## src/rtl/rap_pkg.sv

```systemverilog
package rap_pkg;

  localparam int VALUE_W    = 63;
  localparam int RADIX_W    = 6;
  localparam int LIMIT_W    = 16;
  localparam int STATUS_W   = 2;
  localparam int CFG_IDX_W  = 2;
  localparam int CFG_DATA_W = 16;

  // divider: 64-bit padded dividend, eight quotient bits per cycle
  localparam int DIV_W      = 64;
  localparam int DIV_BITS   = 8;
  localparam int DIV_ROUNDS = DIV_W / DIV_BITS;
  localparam int RND_W      = $clog2(DIV_ROUNDS);

  localparam logic [RADIX_W-1:0] RADIX_MIN   = RADIX_W'(2);
  localparam logic [RADIX_W-1:0] RADIX_MAX   = RADIX_W'(36);
  localparam logic [RADIX_W-1:0] RADIX_RESET = RADIX_W'(10);
  localparam logic [LIMIT_W-1:0] LIMIT_RESET = LIMIT_W'(100);

  typedef enum logic [STATUS_W-1:0] {
    STATUS_FOUND    = 2'd0,
    STATUS_LIMIT    = 2'd1,
    STATUS_OVERFLOW = 2'd2
  } status_t;

  typedef enum logic [CFG_IDX_W-1:0] {
    REG_RADIX = 2'd0,
    REG_LIMIT = 2'd1
  } cfg_reg_t;

  typedef enum logic [2:0] {
    S_IDLE,
    S_DIGIT,
    S_DIVIDE,
    S_ACCUM,
    S_DECIDE,
    S_DONE
  } state_t;

  typedef struct packed {
    logic [RADIX_W-1:0] base;
    logic [LIMIT_W-1:0] limit;
  } cfg_t;

  typedef struct packed {
    status_t            status;
    logic [LIMIT_W-1:0] steps;
    logic [VALUE_W-1:0] value;
  } res_t;

endpackage

```

## src/rtl/rap_if.sv

```systemverilog
interface rap_req_if;
  logic                        valid;
  logic                        ready;
  logic [rap_pkg::VALUE_W-1:0] start_value;

  modport source (output valid, output start_value, input ready);
  modport sink (input valid, input start_value, output ready);
endinterface

interface rap_rsp_if;
  logic                         valid;
  logic                         ready;
  logic [rap_pkg::STATUS_W-1:0] status;
  logic [rap_pkg::LIMIT_W-1:0]  steps_taken;
  logic [rap_pkg::VALUE_W-1:0]  palindrome_value;

  modport source (output valid, output status, output steps_taken, output palindrome_value,
                  input ready);
  modport sink (input valid, input status, input steps_taken, input palindrome_value,
                output ready);
endinterface

interface rap_cfg_if;
  logic                           valid;
  logic                           ready;
  logic [rap_pkg::CFG_IDX_W-1:0]  index;
  logic [rap_pkg::CFG_DATA_W-1:0] data;

  modport source (output valid, output index, output data, input ready);
  modport sink (input valid, input index, input data, output ready);
endinterface

```

## src/rtl/reverse_add_palindrome_search.sv

```systemverilog
// Reverse-and-add palindrome search. A request carries a start value; the block writes it
// in the configured radix (clamped to 2..36) and, until the digits read the same both ways
// or iteration_limit additions are made, adds the digit-reversed value to it. One response
// per request: status (found, limit reached, overflow past 2^63-1 or more than MAX_DIGITS
// digits), additions made, and the palindrome when found. One request is worked at a time.
// Digits come from a single shared divider giving eight quotient bits a cycle. A new request is
// taken while the previous response still waits in the output register. Configuration
// writes are taken only while no request is in progress.
module reverse_add_palindrome_search #(
  parameter int MAX_DIGITS = 64
) (
  input logic      clk,
  input logic      rst,
  rap_cfg_if.sink  cfg,
  rap_req_if.sink  req,
  rap_rsp_if.source rsp
);

  logic [rap_pkg::RADIX_W-1:0] radix;
  logic [rap_pkg::LIMIT_W-1:0] iteration_limit;
  rap_pkg::cfg_t               core_cfg;
  logic                        core_req_ready;
  logic                        core_res_valid;
  logic                        core_res_ready;
  rap_pkg::res_t               core_res;
  logic                        out_valid;
  rap_pkg::res_t               out_res;

  always_comb begin
    if (radix < rap_pkg::RADIX_MIN) begin
      core_cfg.base = rap_pkg::RADIX_MIN;
    end else if (radix > rap_pkg::RADIX_MAX) begin
      core_cfg.base = rap_pkg::RADIX_MAX;
    end else begin
      core_cfg.base = radix;
    end
    core_cfg.limit = iteration_limit;
  end

  assign cfg.ready = core_req_ready;

  always_ff @(posedge clk) begin
    if (rst) begin
      radix           <= rap_pkg::RADIX_RESET;
      iteration_limit <= rap_pkg::LIMIT_RESET;
    end else if (cfg.valid && cfg.ready) begin
      case (rap_pkg::cfg_reg_t'(cfg.index))
        rap_pkg::REG_RADIX: radix           <= cfg.data[rap_pkg::RADIX_W-1:0];
        rap_pkg::REG_LIMIT: iteration_limit <= cfg.data[rap_pkg::LIMIT_W-1:0];
        default: ;
      endcase
    end
  end

  rap_core #(
    .MAX_DIGITS (MAX_DIGITS)
  ) u_core (
    .clk         (clk),
    .rst         (rst),
    .cfg         (core_cfg),
    .req_valid   (req.valid),
    .req_ready   (core_req_ready),
    .start_value (req.start_value),
    .res_valid   (core_res_valid),
    .res_ready   (core_res_ready),
    .res         (core_res)
  );

  assign req.ready      = core_req_ready;
  assign core_res_ready = !out_valid || rsp.ready;

  always_ff @(posedge clk) begin
    if (rst) begin
      out_valid <= 1'b0;
    end else if (core_res_valid && core_res_ready) begin
      out_valid <= 1'b1;
    end else if (rsp.ready) begin
      out_valid <= 1'b0;
    end
  end

  always_ff @(posedge clk) begin
    if (core_res_valid && core_res_ready) begin
      out_res <= core_res;
    end
  end

  assign rsp.valid            = out_valid;
  assign rsp.status           = out_res.status;
  assign rsp.steps_taken      = out_res.steps;
  assign rsp.palindrome_value = out_res.value;

endmodule

```

## src/rtl/rap_div.sv

```systemverilog
module rap_div (
  input  logic                         clk,
  input  logic                         rst,
  input  logic                         start,
  input  logic [rap_pkg::VALUE_W-1:0]  dividend,
  input  logic [rap_pkg::RADIX_W-1:0]  divisor,
  output logic                         busy,
  output logic                         done,
  output logic [rap_pkg::VALUE_W-1:0]  quotient,
  output logic [rap_pkg::RADIX_W-1:0]  remainder
);

  logic [rap_pkg::DIV_W-1:0]   acc;
  logic [rap_pkg::DIV_W-1:0]   acc_next;
  logic [rap_pkg::RADIX_W-1:0] rem;
  logic [rap_pkg::RADIX_W-1:0] rem_next;
  logic [rap_pkg::RADIX_W-1:0] dvs;
  logic [rap_pkg::RND_W-1:0]   rnd;

  // restoring division, MSB first; quotient bits shift in at the bottom
  always_comb begin
    logic [rap_pkg::RADIX_W:0]   r7;
    logic                        ge;
    logic [rap_pkg::DIV_W-1:0]   a;
    logic [rap_pkg::RADIX_W-1:0] r;
    a = acc;
    r = rem;
    for (int i = 0; i < rap_pkg::DIV_BITS; i++) begin
      r7 = {r, a[rap_pkg::DIV_W-1]};
      ge = (r7 >= {1'b0, dvs});
      a  = {a[rap_pkg::DIV_W-2:0], ge};
      r  = ge ? rap_pkg::RADIX_W'(r7 - {1'b0, dvs}) : r7[rap_pkg::RADIX_W-1:0];
    end
    acc_next = a;
    rem_next = r;
  end

  always_ff @(posedge clk) begin
    if (rst) begin
      busy <= 1'b0;
      done <= 1'b0;
      rnd  <= '0;
    end else begin
      done <= 1'b0;
      if (start) begin
        busy <= 1'b1;
        rnd  <= '0;
      end else if (busy) begin
        rnd <= rnd + 1'b1;
        if (rnd == rap_pkg::RND_W'(rap_pkg::DIV_ROUNDS - 1)) begin
          busy <= 1'b0;
          done <= 1'b1;
        end
      end
    end
  end

  always_ff @(posedge clk) begin
    if (start) begin
      acc <= {1'b0, dividend};
      rem <= '0;
      dvs <= divisor;
    end else if (busy) begin
      acc <= acc_next;
      rem <= rem_next;
    end
  end

  assign quotient  = acc[rap_pkg::VALUE_W-1:0];
  assign remainder = rem;

  a_rem_below_divisor: assert property (@(posedge clk) disable iff (rst)
    (busy && dvs != '0) |-> (rem < dvs))
    else $error("division remainder not below divisor");

endmodule

```

## src/rtl/rap_core.sv

```systemverilog
module rap_core #(
  parameter int MAX_DIGITS = 64
) (
  input  logic                        clk,
  input  logic                        rst,
  input  rap_pkg::cfg_t               cfg,
  input  logic                        req_valid,
  output logic                        req_ready,
  input  logic [rap_pkg::VALUE_W-1:0] start_value,
  output logic                        res_valid,
  input  logic                        res_ready,
  output rap_pkg::res_t               res
);

  localparam int CNT_W = $clog2(MAX_DIGITS + 1);
  localparam int PW    = rap_pkg::VALUE_W + rap_pkg::RADIX_W;

  rap_pkg::state_t state, state_next;

  logic [rap_pkg::VALUE_W-1:0] wv, wv_next;
  logic [rap_pkg::VALUE_W-1:0] v, v_next;
  logic [rap_pkg::VALUE_W-1:0] rev, rev_next;
  logic [PW-1:0]               rev_prod, rev_prod_next;
  logic                        rev_ovf, rev_ovf_next;
  logic                        cap_fail, cap_fail_next;
  logic [CNT_W-1:0]            cnt, cnt_next;
  logic [rap_pkg::LIMIT_W-1:0] steps, steps_next;
  rap_pkg::res_t               res_q, res_next;

  logic                        div_start;
  logic                        div_busy;
  logic                        div_done;
  logic [rap_pkg::VALUE_W-1:0] div_quot;
  logic [rap_pkg::RADIX_W-1:0] div_rem;

  logic [PW-1:0]               acc_sum;
  logic [rap_pkg::VALUE_W:0]   add_sum;

  rap_div u_div (
    .clk       (clk),
    .rst       (rst),
    .start     (div_start),
    .dividend  (v),
    .divisor   (cfg.base),
    .busy      (div_busy),
    .done      (div_done),
    .quotient  (div_quot),
    .remainder (div_rem)
  );

  assign acc_sum = rev_prod + PW'(div_rem);
  assign add_sum = {1'b0, wv} + {1'b0, rev};

  always_comb begin
    state_next    = state;
    wv_next       = wv;
    v_next        = v;
    rev_next      = rev;
    rev_prod_next = rev_prod;
    rev_ovf_next  = rev_ovf;
    cap_fail_next = cap_fail;
    cnt_next      = cnt;
    steps_next    = steps;
    res_next      = res_q;
    div_start     = 1'b0;
    req_ready     = (state == rap_pkg::S_IDLE);
    res_valid     = (state == rap_pkg::S_DONE);

    case (state)
      rap_pkg::S_IDLE: begin
        if (req_valid) begin
          wv_next       = start_value;
          v_next        = start_value;
          rev_next      = '0;
          rev_ovf_next  = 1'b0;
          cap_fail_next = 1'b0;
          cnt_next      = '0;
          steps_next    = '0;
          state_next    = rap_pkg::S_DIGIT;
        end
      end
      rap_pkg::S_DIGIT: begin
        if (v == '0) begin
          state_next = rap_pkg::S_DECIDE;
        end else if (cnt == CNT_W'(MAX_DIGITS)) begin
          cap_fail_next = 1'b1;
          state_next    = rap_pkg::S_DECIDE;
        end else begin
          div_start     = 1'b1;
          rev_prod_next = PW'(rev) * PW'(cfg.base);
          state_next    = rap_pkg::S_DIVIDE;
        end
      end
      rap_pkg::S_DIVIDE: begin
        if (div_done) begin
          v_next     = div_quot;
          state_next = rap_pkg::S_ACCUM;
        end
      end
      rap_pkg::S_ACCUM: begin
        // digits arrive least significant first: that is the reversed order
        if (!rev_ovf) begin
          if (acc_sum[PW-1:rap_pkg::VALUE_W] != '0) begin
            rev_ovf_next = 1'b1;
          end else begin
            rev_next = acc_sum[rap_pkg::VALUE_W-1:0];
          end
        end
        cnt_next   = cnt + 1'b1;
        state_next = rap_pkg::S_DIGIT;
      end
      rap_pkg::S_DECIDE: begin
        state_next     = rap_pkg::S_DONE;
        res_next.steps = steps;
        res_next.value = '0;
        if (cap_fail) begin
          res_next.status = rap_pkg::STATUS_OVERFLOW;
        end else if (!rev_ovf && rev == wv) begin
          res_next.status = rap_pkg::STATUS_FOUND;
          res_next.value  = wv;
        end else if (steps == cfg.limit) begin
          res_next.status = rap_pkg::STATUS_LIMIT;
        end else if (rev_ovf || add_sum[rap_pkg::VALUE_W]) begin
          res_next.status = rap_pkg::STATUS_OVERFLOW;
        end else begin
          wv_next      = add_sum[rap_pkg::VALUE_W-1:0];
          v_next       = add_sum[rap_pkg::VALUE_W-1:0];
          rev_next     = '0;
          rev_ovf_next = 1'b0;
          cnt_next     = '0;
          steps_next   = steps + 1'b1;
          state_next   = rap_pkg::S_DIGIT;
        end
      end
      rap_pkg::S_DONE: begin
        if (res_ready) begin
          state_next = rap_pkg::S_IDLE;
        end
      end
      default: begin
        state_next = rap_pkg::S_IDLE;
      end
    endcase
  end

  always_ff @(posedge clk) begin
    if (rst) begin
      state <= rap_pkg::S_IDLE;
    end else begin
      state <= state_next;
    end
  end

  always_ff @(posedge clk) begin
    wv       <= wv_next;
    v        <= v_next;
    rev      <= rev_next;
    rev_prod <= rev_prod_next;
    rev_ovf  <= rev_ovf_next;
    cap_fail <= cap_fail_next;
    cnt      <= cnt_next;
    steps    <= steps_next;
    res_q    <= res_next;
  end

  assign res = res_q;

  a_steps_within_limit: assert property (@(posedge clk) disable iff (rst)
    (state != rap_pkg::S_IDLE) |-> (steps <= cfg.limit))
    else $error("step count beyond iteration limit");

  a_digits_within_capacity: assert property (@(posedge clk) disable iff (rst)
    (state != rap_pkg::S_IDLE) |-> (cnt <= CNT_W'(MAX_DIGITS)))
    else $error("digit count beyond capacity");

  a_divider_active: assert property (@(posedge clk) disable iff (rst)
    (state == rap_pkg::S_DIVIDE) |-> (div_busy || div_done))
    else $error("waiting on an idle divider");

  a_value_only_when_found: assert property (@(posedge clk) disable iff (rst)
    (state == rap_pkg::S_DONE && res_q.status != rap_pkg::STATUS_FOUND) |-> (res_q.value == '0))
    else $error("value reported without a palindrome");

endmodule
```

## src/flat_wrapper.sv

```systemverilog
// flat-port wrapper written by rule: the top's interface ports become plain ports
module reverse_add_palindrome_search_flat 
#(
  parameter int MAX_DIGITS = 64
)
  (clk, rst, cfg_valid, cfg_index, cfg_data, cfg_ready, req_valid, req_start_value, req_ready, rsp_valid, rsp_status, rsp_steps_taken, rsp_palindrome_value, rsp_ready);
  rap_cfg_if cfg_i ();
  rap_req_if req_i ();
  rap_rsp_if rsp_i ();
  input logic clk;
  input logic rst;
  input wire logic [$bits(cfg_i.valid)-1:0] cfg_valid;
  input wire logic [$bits(cfg_i.index)-1:0] cfg_index;
  input wire logic [$bits(cfg_i.data)-1:0] cfg_data;
  output wire logic [$bits(cfg_i.ready)-1:0] cfg_ready;
  input wire logic [$bits(req_i.valid)-1:0] req_valid;
  input wire logic [$bits(req_i.start_value)-1:0] req_start_value;
  output wire logic [$bits(req_i.ready)-1:0] req_ready;
  output wire logic [$bits(rsp_i.valid)-1:0] rsp_valid;
  output wire logic [$bits(rsp_i.status)-1:0] rsp_status;
  output wire logic [$bits(rsp_i.steps_taken)-1:0] rsp_steps_taken;
  output wire logic [$bits(rsp_i.palindrome_value)-1:0] rsp_palindrome_value;
  input wire logic [$bits(rsp_i.ready)-1:0] rsp_ready;
  assign cfg_i.valid = cfg_valid;
  assign cfg_i.index = cfg_index;
  assign cfg_i.data = cfg_data;
  assign cfg_ready = cfg_i.ready;
  assign req_i.valid = req_valid;
  assign req_i.start_value = req_start_value;
  assign req_ready = req_i.ready;
  assign rsp_valid = rsp_i.valid;
  assign rsp_status = rsp_i.status;
  assign rsp_steps_taken = rsp_i.steps_taken;
  assign rsp_palindrome_value = rsp_i.palindrome_value;
  assign rsp_i.ready = rsp_ready;
  reverse_add_palindrome_search #(.MAX_DIGITS(MAX_DIGITS)) u_core (.clk(clk), .rst(rst), .cfg(cfg_i), .req(req_i), .rsp(rsp_i));
endmodule
```

## config.mk

```make
export PLATFORM = sky130hd
export DESIGN_NAME = reverse_add_palindrome_search_flat
export DESIGN_NICKNAME = d
export VERILOG_FILES = /design/src/rtl/rap_pkg.sv /design/src/rtl/rap_if.sv /design/src/rtl/reverse_add_palindrome_search.sv /design/src/rtl/rap_div.sv /design/src/rtl/rap_core.sv /design/src/flat_wrapper.sv
export SDC_FILE = /design/constraint.sdc
export NUM_CORES = 2
export LEC_CHECK = 0
export BUFFER_PORTS_ARGS = -buffer_cell sky130_fd_sc_hd__buf_2
export CELL_PAD_IN_SITES_DETAIL_PLACEMENT = 0
export CELL_PAD_IN_SITES_GLOBAL_PLACEMENT = 1
export CORE_MARGIN = 2
export CORE_UTILIZATION = 47
export CTS_BUF_LIST = sky130_fd_sc_hd__clkbuf_4 sky130_fd_sc_hd__clkbuf_8
export DETAILED_ROUTE_END_ITERATION = 16
export GPL_ROUTABILITY_DRIVEN = 0
export PLACE_DENSITY_LB_ADDON = 0.1
export REMOVE_ABC_BUFFERS = 1
export SETUP_SLACK_MARGIN = 0.5
export SLEW_MARGIN = 15
export SYNTH_ARGS = -nofsm -noshare
export SYNTH_HDL_FRONTEND = slang
export SYNTH_HIERARCHICAL = 1
export SYNTH_SLANG_ARGS = --single-unit
```

## constraint.sdc

```tcl
create_clock -name clk -period 15.8 [get_ports clk]
set_input_delay 4.74 -clock clk [delete_from_list [all_inputs] [get_ports clk]]
set_output_delay 4.74 -clock clk [all_outputs]
set_load 0.03 [all_outputs]
```

==> flow_summary.json <==
{
  "status": "finished clean",
  "layout-drive-gt1-share_pct": 14.35,
  "synth_edf_count": 514,
  "clk-insertion-delay-late_ns": 0.78,
  "ys.flop_type": "edfxtp_1",
  "critPathTopFamily": "compound AO/OA/AOI/OAI gates",
  "fillers": 8219,
  "synth.ff_latch_count": 552,
  "htreeDepth": 3,
  "cts-root-buf": "clkbuf_8",
  "dieWidth_microns": 302.8,
  "synth.distinct_cells": 102,
  "grt_pass1_wl_mm": 193.2,
  "place_ws_ns": 0.4185,
  "crit_required_ns": 16.41,
  "numCtsBuffers": 103,
  "yosysSeqAreaShare_pct": 38.61,
  "finalCritPeriodShare_pct": 91.88,
  "critical_path.most_common_cell": "a21o_1",
  "initial_utilization_pct": 47.47,
  "wl_mm": 127.1,
  "maxCapViolCount": 0,
  "ant_nets": 0,
  "clk_pin_slew_worst_paths_ns": 0.06,
  "period_minus_slack_ns": 14.52,
  "dp_hpwl_mm": 95.30,
  "wl_per_cell_microns": 23.21,
  "fin_ws_ns": 1.283,
  "clkSinkCount": 552,
  "slew-limit-headroom_pct": 17.07,
  "routed_via_density": 5.687,
  "endpoint_kind": "flip-flop",
  "syn2layout_area_growth_pct": 10.37,
  "critPathArrivalTime_ns": 15.12,
  "tightest_slew_ns": 1.233,
  "synthCells": 4098,
  "vias": 31146,
  "utilization_pct": 52.39,
  "cpMaxStageDelayCell": "a311o_2",
  "grt_pass1_vias": 31277,
  "maxSlewViolCount": 0,
  "first_pass_iters": 5,
  "grt_usage_pct": 28.00,
  "grt_antenna_before_repair": 4,
  "layout.nets": 4762,
  "crit_fanout": 8,
  "worst_path_largest_cell_delay_ns": 0.44,
  "row_count": 109,
  "drcViolationCount": 0,
  "tritoncts": "done",
  "synthesis.area_sq_um": 41950,
  "setup-violations-final": 0,
  "die_y_microns": 302.8,
  "yosysWarnings": 6,
  "max_freq_mhz": 68.89,
  "finClkSkew_ns": 0.07154,
  "hold_class": "reg2reg",
  "drtIter0Drc": 2657,
  "ctsHoldBuffers": 0,
  "syn_area_per_cell_sq_um": 10.24,
  "async_flop_share_pct": 0,
  "timing.final.hold_violations": 0,
  "cts_buffer_depth": 3,
  "worst_hold_slack_ns": 0.4102,
  "start_kind": "flip-flop",
  "core_sq_um": 88370,
  "num_io_pins": 170,
  "gr-total-overflow": 0,
  "path_class": "reg2reg",
  "critPathBufInv": 12,
  "dieArea_sq_um": 91660,
  "portBuffers": 169,
  "grt_start_max_net_pins": 90,
  "rsz0062_at_grt": "no"
}
## synth_stat cells, types with 64 or more instances
master	n	area share [%]
xnor2_1	113	2.4
nand2_1	358	3.2
nor2_1	214	1.9
a21oi_1	199	2.4
fa_1	255	12
nand3_1	69	0.82
inv_1	366	3.3
mux2_2	71	1.9
edfxtp_1	514	37
xor2_1	119	2.5
and2_1	428	6.4
buf_4	64	1.1
clkbuf_1	150	1.3
ha_1	199	5.9
a21o_1	110	2.0
o21ai_0	121	1.4
## per-stage QoR
| step | area, sq um | instances | TNS [ns] |
|---|---|---|---|
| 6_report | 46300 | 5477 | 0 |
| 5_1_grt | 46290 | 5474 | 0 |
| 4_1_cts | 45930 | 5459 | 0 |
| 3_5_place_dp | 43720 | 5268 | 0 |
| 3_3_place_gp | 43720 | 5268 | 0 |
| 2_1_floorplan | 40760 | 3860 | -1.221 |
## final timing paths
path | cells after the start | to | slack (ns) | from
min | 0 | u_core/rsp.steps_taken[6]$_DFFE_PP_ | 0.41 | u_core/u_core/res[69]$_DFFE_PP_
min reg2reg | 0 | u_core/rsp.steps_taken[6]$_DFFE_PP_ | 0.41 | u_core/u_core/res[69]$_DFFE_PP_
max reg2reg | 75 | u_core/u_core/u_div/remainder[2]$_SDFFE_PP0P_ | 1.28 | u_core/u_core/u_div/dvs[3]$_DFFE_PP_
max | 75 | u_core/u_core/u_div/remainder[2]$_SDFFE_PP0P_ | 1.28 | u_core/u_core/u_div/dvs[3]$_DFFE_PP_
## layer usage
metal | GRT usage, % | part of all wire, % | vias to the layer above
met1 | 40.01 | 45 | 15526
li1 | - | - | 14419
met4 | 9.008 | 2.9 | 2
met2 | 44.55 | 46 | 1013
met3 | 3.337 | 5.8 | 186
met5 | 0 | 0.016 | -
## cell families (layout without fill, tap and decap cells)
family	count (synthesis)	in the layout	synth area share, %
other	0	4	0
AOI/OAI and AO/OA	723	723	11.70
buffers and inverters	606	816	6.133
muxes	114	114	2.986
adders and majority gates	455	455	18.13
DFF	552	552	38.61
xor gates and xnor gates	232	232	4.844
and+or+nand+nor	1416	1416	17.60
## worst reg2reg max path, delay by kind of cell (launching register included)
| family | cells | cell delay (ns) |
|---|---|---|
| compound gates | 40 | 7.55 |
| flops | 1 | 0.32 |
| mux | 4 | 1.05 |
| buf+inv | 12 | 1.49 |
| fa+ha+maj | 8 | 2.30 |
| simple gates | 11 | 1.68 |
## sequential cells by signal, summed over array words and instances (netlist names), 2 cells and up
register / count
u_core/iteration_limit: 16
u_core/radix: 6
u_core/rsp.palindrome_value: 63
u_core/rsp.status: 2
u_core/rsp.steps_taken: 16
u_core/u_core/cnt: 7
u_core/u_core/res: 81
u_core/u_core/rev: 63
u_core/u_core/rev_prod: 69
u_core/u_core/state: 3
u_core/u_core/steps: 16
u_core/u_core/u_div/acc: 64
u_core/u_core/u_div/dvs: 6
u_core/u_core/u_div/remainder: 6
u_core/u_core/u_div/rnd: 3
u_core/u_core/v: 63
u_core/u_core/wv: 63
## area by class of cell
cell class | count | area, sq um | share of cell area, %
tap | 1165 | 1458 | 3.149
clock buffer | 137 | 1704 | 3.681
multi-input combinational | 2940 | 23540 | 50.84
clock inverter | 54 | 476.7 | 1.030
inverter | 368 | 1386 | 2.995
antenna | 4 | 10.01 | 0.02162
sequential | 552 | 16200 | 34.99
timing repair buffer | 257 | 1521 | 3.286
## cell usage in the layout, fill, tap and decap left out, types with 113 or more instances in the layout
cell | Yosys | final
fa_1 | 255 | 255
xor2_1 | 119 | 119
edfxtp_1 | 514 | 514
inv_1 | 366 | 364
o21ai_0 | 121 | 116
nand2_1 | 358 | 355
xnor2_1 | 113 | 113
ha_1 | 199 | 193
buf_2 | 9 | 169
a21oi_1 | 199 | 192
nor2_1 | 214 | 210
and2_1 | 428 | 427
## repair_timing
item / 4_1_cts / 5_1_grt
pin swaps: 1 / 18
resized for setup: 5 / 49
setup endpoints to repair: 6 / 7
buffers inserted: 0 / 13
Power is not shown: default switching activity piles up to over one toggle a cycle in this logic, so the estimate is an artifact.
